[config.mk]
export PLATFORM = sky130hd
export DESIGN_NAME = musbf_ctrl
export DESIGN_NICKNAME = d
export VERILOG_FILES = /design/src/rtl/musbf_pkg.sv /design/src/rtl/musbf_ctrl.sv
export SDC_FILE = /design/constraint.sdc
export NUM_CORES = 1
export LEC_CHECK = 0
export BUFFER_PORTS_ARGS = -buffer_cell sky130_fd_sc_hd__buf_2
export CELL_PAD_IN_SITES_DETAIL_PLACEMENT = 0
export CELL_PAD_IN_SITES_GLOBAL_PLACEMENT = 2
export CORE_MARGIN = 2
export CORE_UTILIZATION = 34
export CTS_BUF_LIST = sky130_fd_sc_hd__clkbuf_8
export CTS_CLUSTER_DIAMETER = 80
export DETAILED_ROUTE_END_ITERATION = 10
export GPL_TIMING_DRIVEN = 0
export PLACE_DENSITY_LB_ADDON = 0.25
export SYNTH_ARGS = -nofsm -noshare
export SYNTH_HDL_FRONTEND = slang
export SYNTH_SLANG_ARGS = --single-unit
[constraint.sdc]
create_clock -name clk -period 5.1 [get_ports clk]
set_input_delay 0.51 -clock clk [delete_from_list [all_inputs] [get_ports clk]]
set_output_delay 0.51 -clock clk [all_outputs]
set_load 0.02 [all_outputs]
[src/rtl/musbf_pkg.sv]
// Package for the maximum uniform subsidy search block.
// Holds sizes, distance type and controller command/status structs; no dependencies.
`timescale 1ns / 1ps
package musbf_pkg;
    localparam int MAX_NODES = 64;
    localparam int MAX_EDGES = 1024;
    localparam int COST_BITS = 16;
    localparam int NODE_W = $clog2(MAX_NODES);
    localparam int EDGE_W = $clog2(MAX_EDGES);
    localparam int CNT_W = EDGE_W + 1;
    localparam int DIST_W = 32;
    localparam int K_W = COST_BITS + 1;

    typedef logic [NODE_W-1:0] node_t;
    typedef logic signed [DIST_W-1:0] dist_t;

    // Controller to datapath.
    typedef struct packed {
        logic init_search;   // load low/high bounds
        logic init_probe;    // clear valid bits, set source, compute k
        logic clear_flags;   // clear the changed flag before a round
        logic rd_edge;       // issue a read of the stored edge at the cursor
        logic rd_virt;       // issue a virtual edge at the cursor
        logic step_cursor;
        logic reset_cursor;
        logic decide;        // update bounds from the probe outcome
        logic finish;        // clear graph state after the result
    } musbf_cmd_t;

    // Datapath to controller.
    typedef struct packed {
        logic search_done;
        logic edges_done;
        logic virt_done;
    } musbf_sts_t;
endpackage

[src/rtl/musbf_ctrl.sv]
// Controller: sequences loading, probes, relaxation rounds and the result.
// Depends on musbf_pkg; commands musbf_datapath.
`timescale 1ns / 1ps
module musbf_ctrl (
    input  logic                  clk,
    input  logic                  rst_n,
    input  logic                  start,
    input  logic [musbf_pkg::NODE_W-1:0] node_count,
    input  musbf_pkg::musbf_sts_t sts,
    input  logic                  out_taken,
    output musbf_pkg::musbf_cmd_t cmd,
    output logic                  idle,
    output logic                  result_valid
);
    import musbf_pkg::*;

    localparam logic [2:0] S_IDLE = 3'd0, S_SEARCH = 3'd1, S_EDGE = 3'd2,
                           S_VIRT = 3'd3, S_DRAIN = 3'd4, S_ROUND = 3'd5,
                           S_DONE = 3'd6;

    logic [2:0] state_reg, state_next;
    logic [NODE_W:0] round_reg, round_next;
    logic [1:0] drain_reg, drain_next;

    always_comb
    begin
        state_next = state_reg;
        round_next = round_reg;
        drain_next = drain_reg;
        cmd = '0;
        case (state_reg)
            S_IDLE:
            begin
                if (start)
                begin
                    cmd.init_search = 1'b1;
                    state_next = S_SEARCH;
                end
            end
            S_SEARCH:
            begin
                if (sts.search_done)
                    state_next = S_DONE;
                else
                begin
                    cmd.init_probe = 1'b1;
                    cmd.reset_cursor = 1'b1;
                    cmd.clear_flags = 1'b1;
                    round_next = '0;
                    state_next = S_EDGE;
                end
            end
            S_EDGE:
            begin
                if (sts.edges_done)
                begin
                    cmd.reset_cursor = 1'b1;
                    state_next = S_VIRT;
                end
                else
                begin
                    cmd.rd_edge = 1'b1;
                    cmd.step_cursor = 1'b1;
                    // Edges are sequential through the pipeline; wait out
                    // each so no read sees a stale distance.
                    state_next = S_DRAIN;
                    drain_next = 2'd3;
                end
            end
            S_DRAIN:
            begin
                drain_next = drain_reg - 1'b1;
                if (drain_reg == 2'd1)
                    state_next = sts.edges_done ? S_EDGE : S_EDGE;
            end
            S_VIRT:
            begin
                if (sts.virt_done)
                    state_next = S_ROUND;
                else
                begin
                    cmd.rd_virt = 1'b1;
                    cmd.step_cursor = 1'b1;
                    state_next = S_DRAIN;
                    drain_next = 2'd3;
                end
            end
            S_ROUND:
            begin
                cmd.reset_cursor = 1'b1;
                if (round_reg == {1'b0, node_count} + 1'b1)
                begin
                    cmd.decide = 1'b1;
                    state_next = S_SEARCH;
                end
                else
                begin
                    round_next = round_reg + 1'b1;
                    cmd.clear_flags = 1'b1;
                    state_next = S_EDGE;
                end
            end
            S_DONE:
            begin
                if (out_taken)
                begin
                    cmd.finish = 1'b1;
                    round_next = '0;
                    state_next = S_IDLE;
                end
            end
            default: state_next = S_IDLE;
        endcase
    end

    // After a virtual edge drains, return to the virtual phase.
    logic in_virt_reg;
    always_ff @(posedge clk or negedge rst_n)
    begin
        if (!rst_n)
        begin
            state_reg <= S_IDLE;
            round_reg <= '0;
            drain_reg <= '0;
            in_virt_reg <= 1'b0;
        end
        else
        begin
            if (state_reg == S_DRAIN && drain_reg == 2'd1 && in_virt_reg)
                state_reg <= S_VIRT;
            else
                state_reg <= state_next;
            round_reg <= round_next;
            drain_reg <= drain_next;
            if (state_reg == S_VIRT)
                in_virt_reg <= 1'b1;
            else if (state_reg == S_EDGE || state_reg == S_ROUND)
                in_virt_reg <= 1'b0;
        end
    end

    assign idle = state_reg == S_IDLE;
    assign result_valid = state_reg == S_DONE;

    a_one: assert property (@(posedge clk) disable iff (!rst_n)
        $onehot0({cmd.rd_edge, cmd.rd_virt, cmd.decide}))
        else $error("conflicting commands");
    a_done: assert property (@(posedge clk) disable iff (!rst_n)
        cmd.finish |=> idle)
        else $error("finish did not return to idle");
    a_rounds: assert property (@(posedge clk) disable iff (!rst_n)
        round_reg <= {1'b0, node_count} + 2'd2)
        else $error("round counter overran");
endmodule

# == Yosys cells after proc, flatten, opt, wreduce, memory -nomap -nowiden ==
# Index checks and enable logic that the tools add are counted.
# totals
inputBits,13
output_inout_bits,11
ram_bits,0
mem_bits_ro,0
reg_bits,13
memories,0
latch_bits,0
word_cells,69
# op_classes
shift,0
addsub,3
bitwise_logic,0
n_mux,36
n_mul,0
eq_ne,16
div,0
n_reduce_logical,10
n_lt_le_gt_ge,0
# ops
operator,n
7-bit 2-to-1 mux,3
3-bit one-hot mux with 7 select lines,1
7-bit one-hot mux with 3 select lines,1
3-bit 2-to-1 mux,6
1-bit 2-to-1 mux,16
2-bit 2-to-1 mux,5
"2-bit inequality test, second input constant",5
"3-bit equality test, second input constant",3
"3-bit by 2-bit inequality test with 1-bit output, second input constant",3
"6-bit by 1-bit adder with 7-bit output, second input constant",1
"7-bit by 1-bit adder with 7-bit output, second input constant",1
7-bit equality test,1
"3-bit by 2-bit equality test with 1-bit output, second input constant",2
2-bit one-hot mux with 3 select lines,1
3-bit AND reduction,2
3-bit nonzero test,2
1-bit one-hot mux with 2 select lines,2
4-bit AND reduction,1
"3-bit by 1-bit equality test with 1-bit output, second input constant",1
3-bit logical NOT,1
1-bit one-hot mux with 3 select lines,1
"2-bit by 1-bit equality test with 1-bit output, second input constant",1
1-bit logical AND,2
2-bit nonzero test,1
other kinds (2),2

# == Depth between registers and ports, before layout ==
# Gate-level depths: netlist of run 1.
# logic_depth
word_depth,5
mapped_depth,8
ltp_nobuf,7

# == Worst setup path after synthesis of run 1 ==
# Ideal clock, no wire load.
# synth_path
kind,input port to output port
start,input port node_count[0] (netlist bit)
end,output port cmd[1] (netlist bit)
path_slack_ps,2854
path_stages,7
n_path_buf,1
t_arrival_ps,1736
t_required_ps,4590
cell_sequence,ha_1 > xor2_1 > nor2_1 > nand4_1 > a211oi_4 > buf_6 > and2_4
# synth_lines
element,line_no,source
start: declaration,musbf_ctrl.sv:8,"input logic [musbf_pkg::NODE_W-1:0] node_count,"
end: declaration,musbf_ctrl.sv:11,"output musbf_pkg::musbf_cmd_t cmd,"

==> results of run 1 <==
==> critical path, stage by stage, from the launching register on <==
cell      delay (ns)
dfrtp_1         0.43
xor2_1          0.24
o21ba_1         0.18
a211o_1         0.32
a211oi_4        0.32
buf_6           0.19
and2_4          0.15
buf_2           0.16
==> stage by stage <==
| stage | hold slack (ns) | cells | utilization (%) |
|---|---|---|---|
| after floorplan | 0.214 | 131 | - |
| after global placement | 0.415 | 187 | 40.1 |
| after detailed placement | 0.425 | 187 | 40.1 |
| after CTS | 0.161 | 191 | 41.6 |
| after global routing | 0.168 | 191 | 41.6 |
| final | 0.152 | 191 | 41.6 |
==> worst min path at each step <==
stage / cells after the start / startpoint / endpoint
floorplan: 0 / rst_n / drain_reg[0]
CTS: 1 / rst_n / round_reg[2]
global placement: 1 / rst_n / round_reg[5]
global route: 1 / rst_n / round_reg[5]
detailed placement: 1 / rst_n / round_reg[5]
finish: 1 / rst_n / round_reg[2]
==> per-layer routing <==
metal	share of wire, %	track usage, %
met5	0	0
met3	4.1	4.59
met4	0.58	2.86
met2	44	22.3
met1	52	22.0
==> cell usage after synthesis (4+ instances only) <==
| master | n | area share, % |
|---|---|---|
| nand3_1 | 12 | 5.7 |
| xor2_1 | 4 | 3.3 |
| o21ai_0 | 4 | 1.9 |
| dfrtp_1 | 13 | 31 |
| nand2_1 | 12 | 4.3 |
| nor2b_1 | 6 | 3.6 |
| or4_1 | 4 | 2.9 |
| nor2_1 | 9 | 3.2 |
| xnor2_1 | 4 | 3.3 |
| o21ai_1 | 4 | 1.9 |
| inv_1 | 5 | 1.8 |
| a21oi_1 | 10 | 4.8 |
| nor3_1 | 6 | 2.9 |
==> cell type report <==
class | instances | area share (%)
repair buffers | 23 | 9.22
well taps | 33 | 3.31
clock buffers | 3 | 3.31
multi-input cells | 108 | 54.2
plain buffers | 5 | 2.10
inverters | 5 | 1.50
flip-flops and latches | 13 | 26.1
clock inverters | 1 | 0.301
==> power by group through the flow <==
stage / Sequential [mW] / Combinational [mW] / Clock [mW]
final: 0.182 / 0.313 / 0.0929
after floorplan: 0.172 / 0.241 / 0
after detailed placement: 0.182 / 0.316 / 0
after global routing: 0.189 / 0.352 / 0.102
after CTS: 0.181 / 0.316 / 0.0958
after global placement: 0.181 / 0.312 / 0
==> kinds of logic after synthesis <==
group | Yosys count | share of synthesized area, %
xor gates and xnor gates | 8 | 6.69
DFF | 13 | 31.1
muxes | 2 | 1.91
adders and majority gates | 3 | 3.58
and+or+nand+nor | 66 | 33.8
buffers and inverters | 10 | 4.30
AOI/OAI and AO/OA | 29 | 18.6
==> flow_summary.toml, run 1 <==
[status]
outcome = "complete, no violations"

[clocking]
postCtsSetupRepairBufs = 0
ctsHoldBuffers = 0
cts_resized = 0
cts-root-buf = "clkbuf_8"
clkTransAtPathRegs_ns = 0.06
max-clock-path-buffers = 2
cts_sinks = 13
cts_tree = "done"
cts_max_level = 1
cts_made_buffers = 3
clk_latency_ns = 0.25

[yosys]
synth_fp_nets = 147
syn_area_um2 = 1050
ys_seq_elements = 13
yosysUniqueCellTypes = 37
synth_top_flop_cell = "dfrtp_1"
ys_async_sr_fraction_pct = 100
synth-seq-area-share_pct = 31.1
avgSynthCellArea_um2 = 7.99
ys_warn_count = 0
syn_inst = 131
synth_edf_count = 0

[final_layout]
fin_area_um2 = 1250
fillerInstances = 317
largest_reg_flops = 7
diodes = 0
multiInputGateArea_um2 = 677
area_growth_syn_to_layout_pct = 19.2
layout_common_cells = "23 x buf_2, 13 x dfrtp_1, 12 x nand2_1, 12 x nand3_1, 10 x a21oi_1"
layout_commonest_cell = "buf_2"
nets = 175
drive_gt1_share_pct = 18.4
regArea_um2 = 325

[placed_design]
dpl_cell_area_um2 = 1200
dp_slack_ns = 2.41
hpwlAfterDp_mm = 1.91
portBuffers = 23
gp_congestion = 0.799

[timing]
period_needed_ns = 2.74
drv_slew = 0
worst_slew_pin_slew_ns = 0.570
clock_skew_ns = 0.00478
tns_ns = 0
finalSetupViolations = 0
rsz0062_at_grt = "false"
setup_ws_ns = 2.36
maxSlewHeadroom_pct = 62.0
period_share_pct = 53.7
fmax_ghz = 0.365
hold_viol_final = 0

[die]
row_count = 20
die_w_um = 59.5
dieArea_um2 = 3540
die_h_um = 59.5
core_um2 = 3000
initial_core_util_pct = 34.9
ios = 24

[grt]
grt_max_degree = 14
grt.overflow.total = 0
antenna_found_initial = 0
track_usage_pct = 15.2
grt_pass1_vias = 902
grt_pass1_wl_mm = 4.10

[critical_path]
worstPathRequired_ns = 4.59
critical_path_class = "register to primary output"
end_kind = "primary output"
cp.arrival_ns = 2.23
cp-start-kind = "register"
worstRegToRegCells = 7
crit_fanout = 10
endpoint = "cmd[1]"
r2r-end = "round_reg[6]"
reg2reg_from = "round_reg[5]"
setup.worst_path.start = "round_reg[5]"
reg2reg_slack_ns = 3.07

[run]
max_cap_violations = 0

[drt]
drc = 0
vias = 1045
initialDrtViolationCount = 36
first_pass_iters = 4
wl_mm = 2.41
viasPerCell = 5.47
ant_nets = 0
wl_per_cell_um = 12.6

[power_and_ir_drop]
cellPowerDensity_nw_per_um2 = 471
p_seq_share_pct = 31.0
combPwrFrac_pct = 53.2
ir_drop_mv = 0.243
swShare_pct = 45.8
clkPwrFrac_pct = 15.8
power_leakage_nw = 0.588
total_power_uw = 588
p_sw_uw = 269
p_int_uw = 318

[min_path]
hold_path_class = "primary input to asynchronous set/reset pin"
Power figures use the tool's default switching activity.
==> run 2: changes to the inputs <==
--- a/config.mk
+++ b/config.mk
@@ -5,11 +5,12 @@
 export SDC_FILE = /design/constraint.sdc
 export NUM_CORES = 1
 export LEC_CHECK = 0
+export ABC_AREA = 1
 export BUFFER_PORTS_ARGS = -buffer_cell sky130_fd_sc_hd__buf_2
 export CELL_PAD_IN_SITES_DETAIL_PLACEMENT = 0
 export CELL_PAD_IN_SITES_GLOBAL_PLACEMENT = 2
 export CORE_MARGIN = 2
-export CORE_UTILIZATION = 34
+export CORE_UTILIZATION = 26
 export CTS_BUF_LIST = sky130_fd_sc_hd__clkbuf_8
 export CTS_CLUSTER_DIAMETER = 80
 export DETAILED_ROUTE_END_ITERATION = 10
==> constraint.sdc (replaced) <==
create_clock -name clk -period 2.5 [get_ports clk]
set_input_delay 0.25 -clock clk [delete_from_list [all_inputs] [get_ports clk]]
set_output_delay 0.25 -clock clk [all_outputs]
set_load 0.02 [all_outputs]
==> run 2 against run 1 <==
  * Synthesized cell count up 37%
  * Hold slack improved by 0.14 ns
  * Clock power increased by 98%
  * Die area up 36%
  * Final cell count up 35%
  * Utilization shrank 8.5 points
  * Largest cell class unchanged
  * Non-clock buffer count decreased by 4
  * Power is 77% higher
==> flow_summary.toml, run 2 <==
[clocking]
clkTransAtPathRegs_ns = 0.06
cts-root-buf = "clkbuf_8"
cts_tree = "done"
postCtsSetupRepairBufs = 0
cts_max_level = 1
cts_made_buffers = 3
cts_resized = 0
cts_sinks = 13
max-clock-path-buffers = 2
clk_latency_ns = 0.24

[critical_path]
reg2reg_slack_ns = 1.01
critical_path_class = "register to primary output"
cp_cell_sequence = "inv_1 > nand2_1 > nand2_1 > nor2_1 > nand3_2 > nor2_4 > nand3_4 > inv_1 > buf_2"
path_delay_family = "simple AND/OR/NAND/NOR gates"
cpPeakStageDelay_ns = 0.44
cp.arrival_ns = 1.65
worst-path-buf-inv = 3
crit_fanout = 8
cp_slowest_cell = "dfrtp_1"
cp-start-kind = "register"
end_kind = "primary output"
worstPathRequired_ns = 2.25

[final_layout]
layout_commonest_cell = "nand2_1"
stdcell_count = 258
fillerInstances = 474
final_util_pct = 33.1
largest_reg_flops = 7
diodes = 0
area_growth_syn_to_layout_pct = 21.0
layout_common_cells = "66 x nand2_1, 34 x inv_1, 23 x buf_2"
drive_gt1_share_pct = 18.3
fin_area_um2 = 1340
nets = 225

[placed_design]
dp_cells = 253
gp_congestion = 0.798
portBuffers = 23
dpl_cell_area_um2 = 1290
hpwlAfterDp_mm = 2.31

[yosys]
avgSynthCellArea_um2 = 6.17
ys_seq_elements = 13
syn_inst = 180
yosys.cell_count.top_type = "nand2_1"
ys_warn_count = 0
yosysUniqueCellTypes = 21
synth.cells.most_frequent = "66 x nand2_1, 33 x inv_1, 18 x nor2_1"
synth_edf_count = 0
ys_top_cells_by_area = "dfrtp_1 29%, nand2_1 22%, inv_1 11%"
syn_area_um2 = 1110
synth_top_flop_cell = "dfrtp_1"
ys_async_sr_fraction_pct = 100
synth-seq-area-share_pct = 29.3
synth_fp_nets = 196
synth_top_area_share_pct = 29.3
synth_top_cell_by_area = "dfrtp_1"

[grt]
track_usage_pct = 12.5
grt_pass1_wl_mm = 4.98
grt_pass1_vias = 1140
grt.overflow.total = 0
grt_max_degree = 14
antenna_found_initial = 0

[min_path]
hold_path_class = "primary input to register"

[timing]
hold_viol_final = 0
period_needed_ns = 1.90
maxSlewHeadroom_pct = 79.1
fmax_ghz = 0.526
rsz0062_at_grt = "false"
worst_slew_pin_slew_ns = 0.314
tns_ns = 0
period_share_pct = 76.0
clock_skew_ns = 0.00413
finalSetupViolations = 0
drv_slew = 0

[die]
row_count = 23
ios = 24
die_w_um = 69.3
die_h_um = 69.3
core_um2 = 4060
initial_core_util_pct = 27.4
dieArea_um2 = 4810

[power_and_ir_drop]
total_power_mw = 1.04
ir_drop_mv = 0.372
cellPowerDensity_nw_per_um2 = 776
power_leakage_nw = 0.779

[drt]
first_pass_iters = 4
wl_per_cell_um = 10.8
vias = 1131
ant_nets = 0
wl_mm = 2.78
drc = 0
initialDrtViolationCount = 28
viasPerCell = 4.38

[status]
outcome = "complete, no violations"

[run]
max_cap_violations = 0
## run 2: logic make-up after synthesis
group	after synthesis	synth area share (%)
xor+xnor	3	2.37
compound gates	7	3.38
simple gates	119	49.7
buf+inv	35	11.8
flops	13	29.3
fa+ha+maj	3	3.38
## run 2: power by group
| group | internal, mW | switching, mW | total [mW] | leakage (nW) |
|---|---|---|---|---|
| logic | 0.176 | 0.371 | 0.547 | 0.584 |
| clock network | 0.108 | 0.0756 | 0.184 | 0.0269 |
| registers | 0.262 | 0.0484 | 0.310 | 0.168 |
| total | 0.546 | 0.495 | 1.04 | 0.779 |
## run 2: worst paths after layout
check | cells after the start | start | to
max in group asynchronous | 2 | rst_n | state_reg[2]
worst min-delay path | 3 | sts[2] | state_reg[2]
worst max-delay path | 9 | round_reg[0] | cmd[1]
worst min register to register | 1 | drain_reg[0] | drain_reg[0]
worst max register to register | 8 | state_reg[2] | drain_reg[0]
min in group asynchronous | 2 | rst_n | round_reg[2]
## run 2: final cells by class
type	count	area [um2]	share of cell area, %
well taps	50	62.6	4.66
repair buffers	24	125	9.32
clock inverters	1	3.75	0.280
inverters	35	131	9.79
clock buffers	3	41.3	3.08
flip-flops and latches	13	325	24.2
multi-input cells	132	653	48.6
## run 2: timing repair
| item | 4_1_cts | 5_1_grt |
|---|---|---|
| hold endpoints to repair | 13 | 0 |
| setup endpoints to repair | 0 | 0 |
| hold buffers | 1 | 0 |
## run 2: per-layer routing
| layer | share of wire (%) | GRT usage [%] | vias up |
|---|---|---|---|
| met4 | 1.8 | 5.23 | 0 |
| met1 | 48 | 15.3 | 514 |
| met3 | 2.0 | 1.74 | 5 |
| li1 | - | - | 602 |
| met5 | 0 | 0 | - |
| met2 | 48 | 21.9 | 10 |
## run 2: worst register-to-register path, cell delays in order (launching register included)
cell	delay, ns
dfrtp_1	0.43
inv_1	0.18
nand2_1	0.14
nor2_1	0.20
nand2_1	0.07
nand2_1	0.08
nor2_1	0.07
nor3_1	0.15
a21oi_1	0.06
## run 2: metrics by stage
stage / hold WS, ns / setup slack [ns]
global placement: 0.164 / 0.664
global route: 0.297 / 0.472
CTS: 0.281 / 0.559
detailed placement: 0.162 / 0.656
finish: 0.293 / 0.600
floorplan: -0.0456 / 1.01
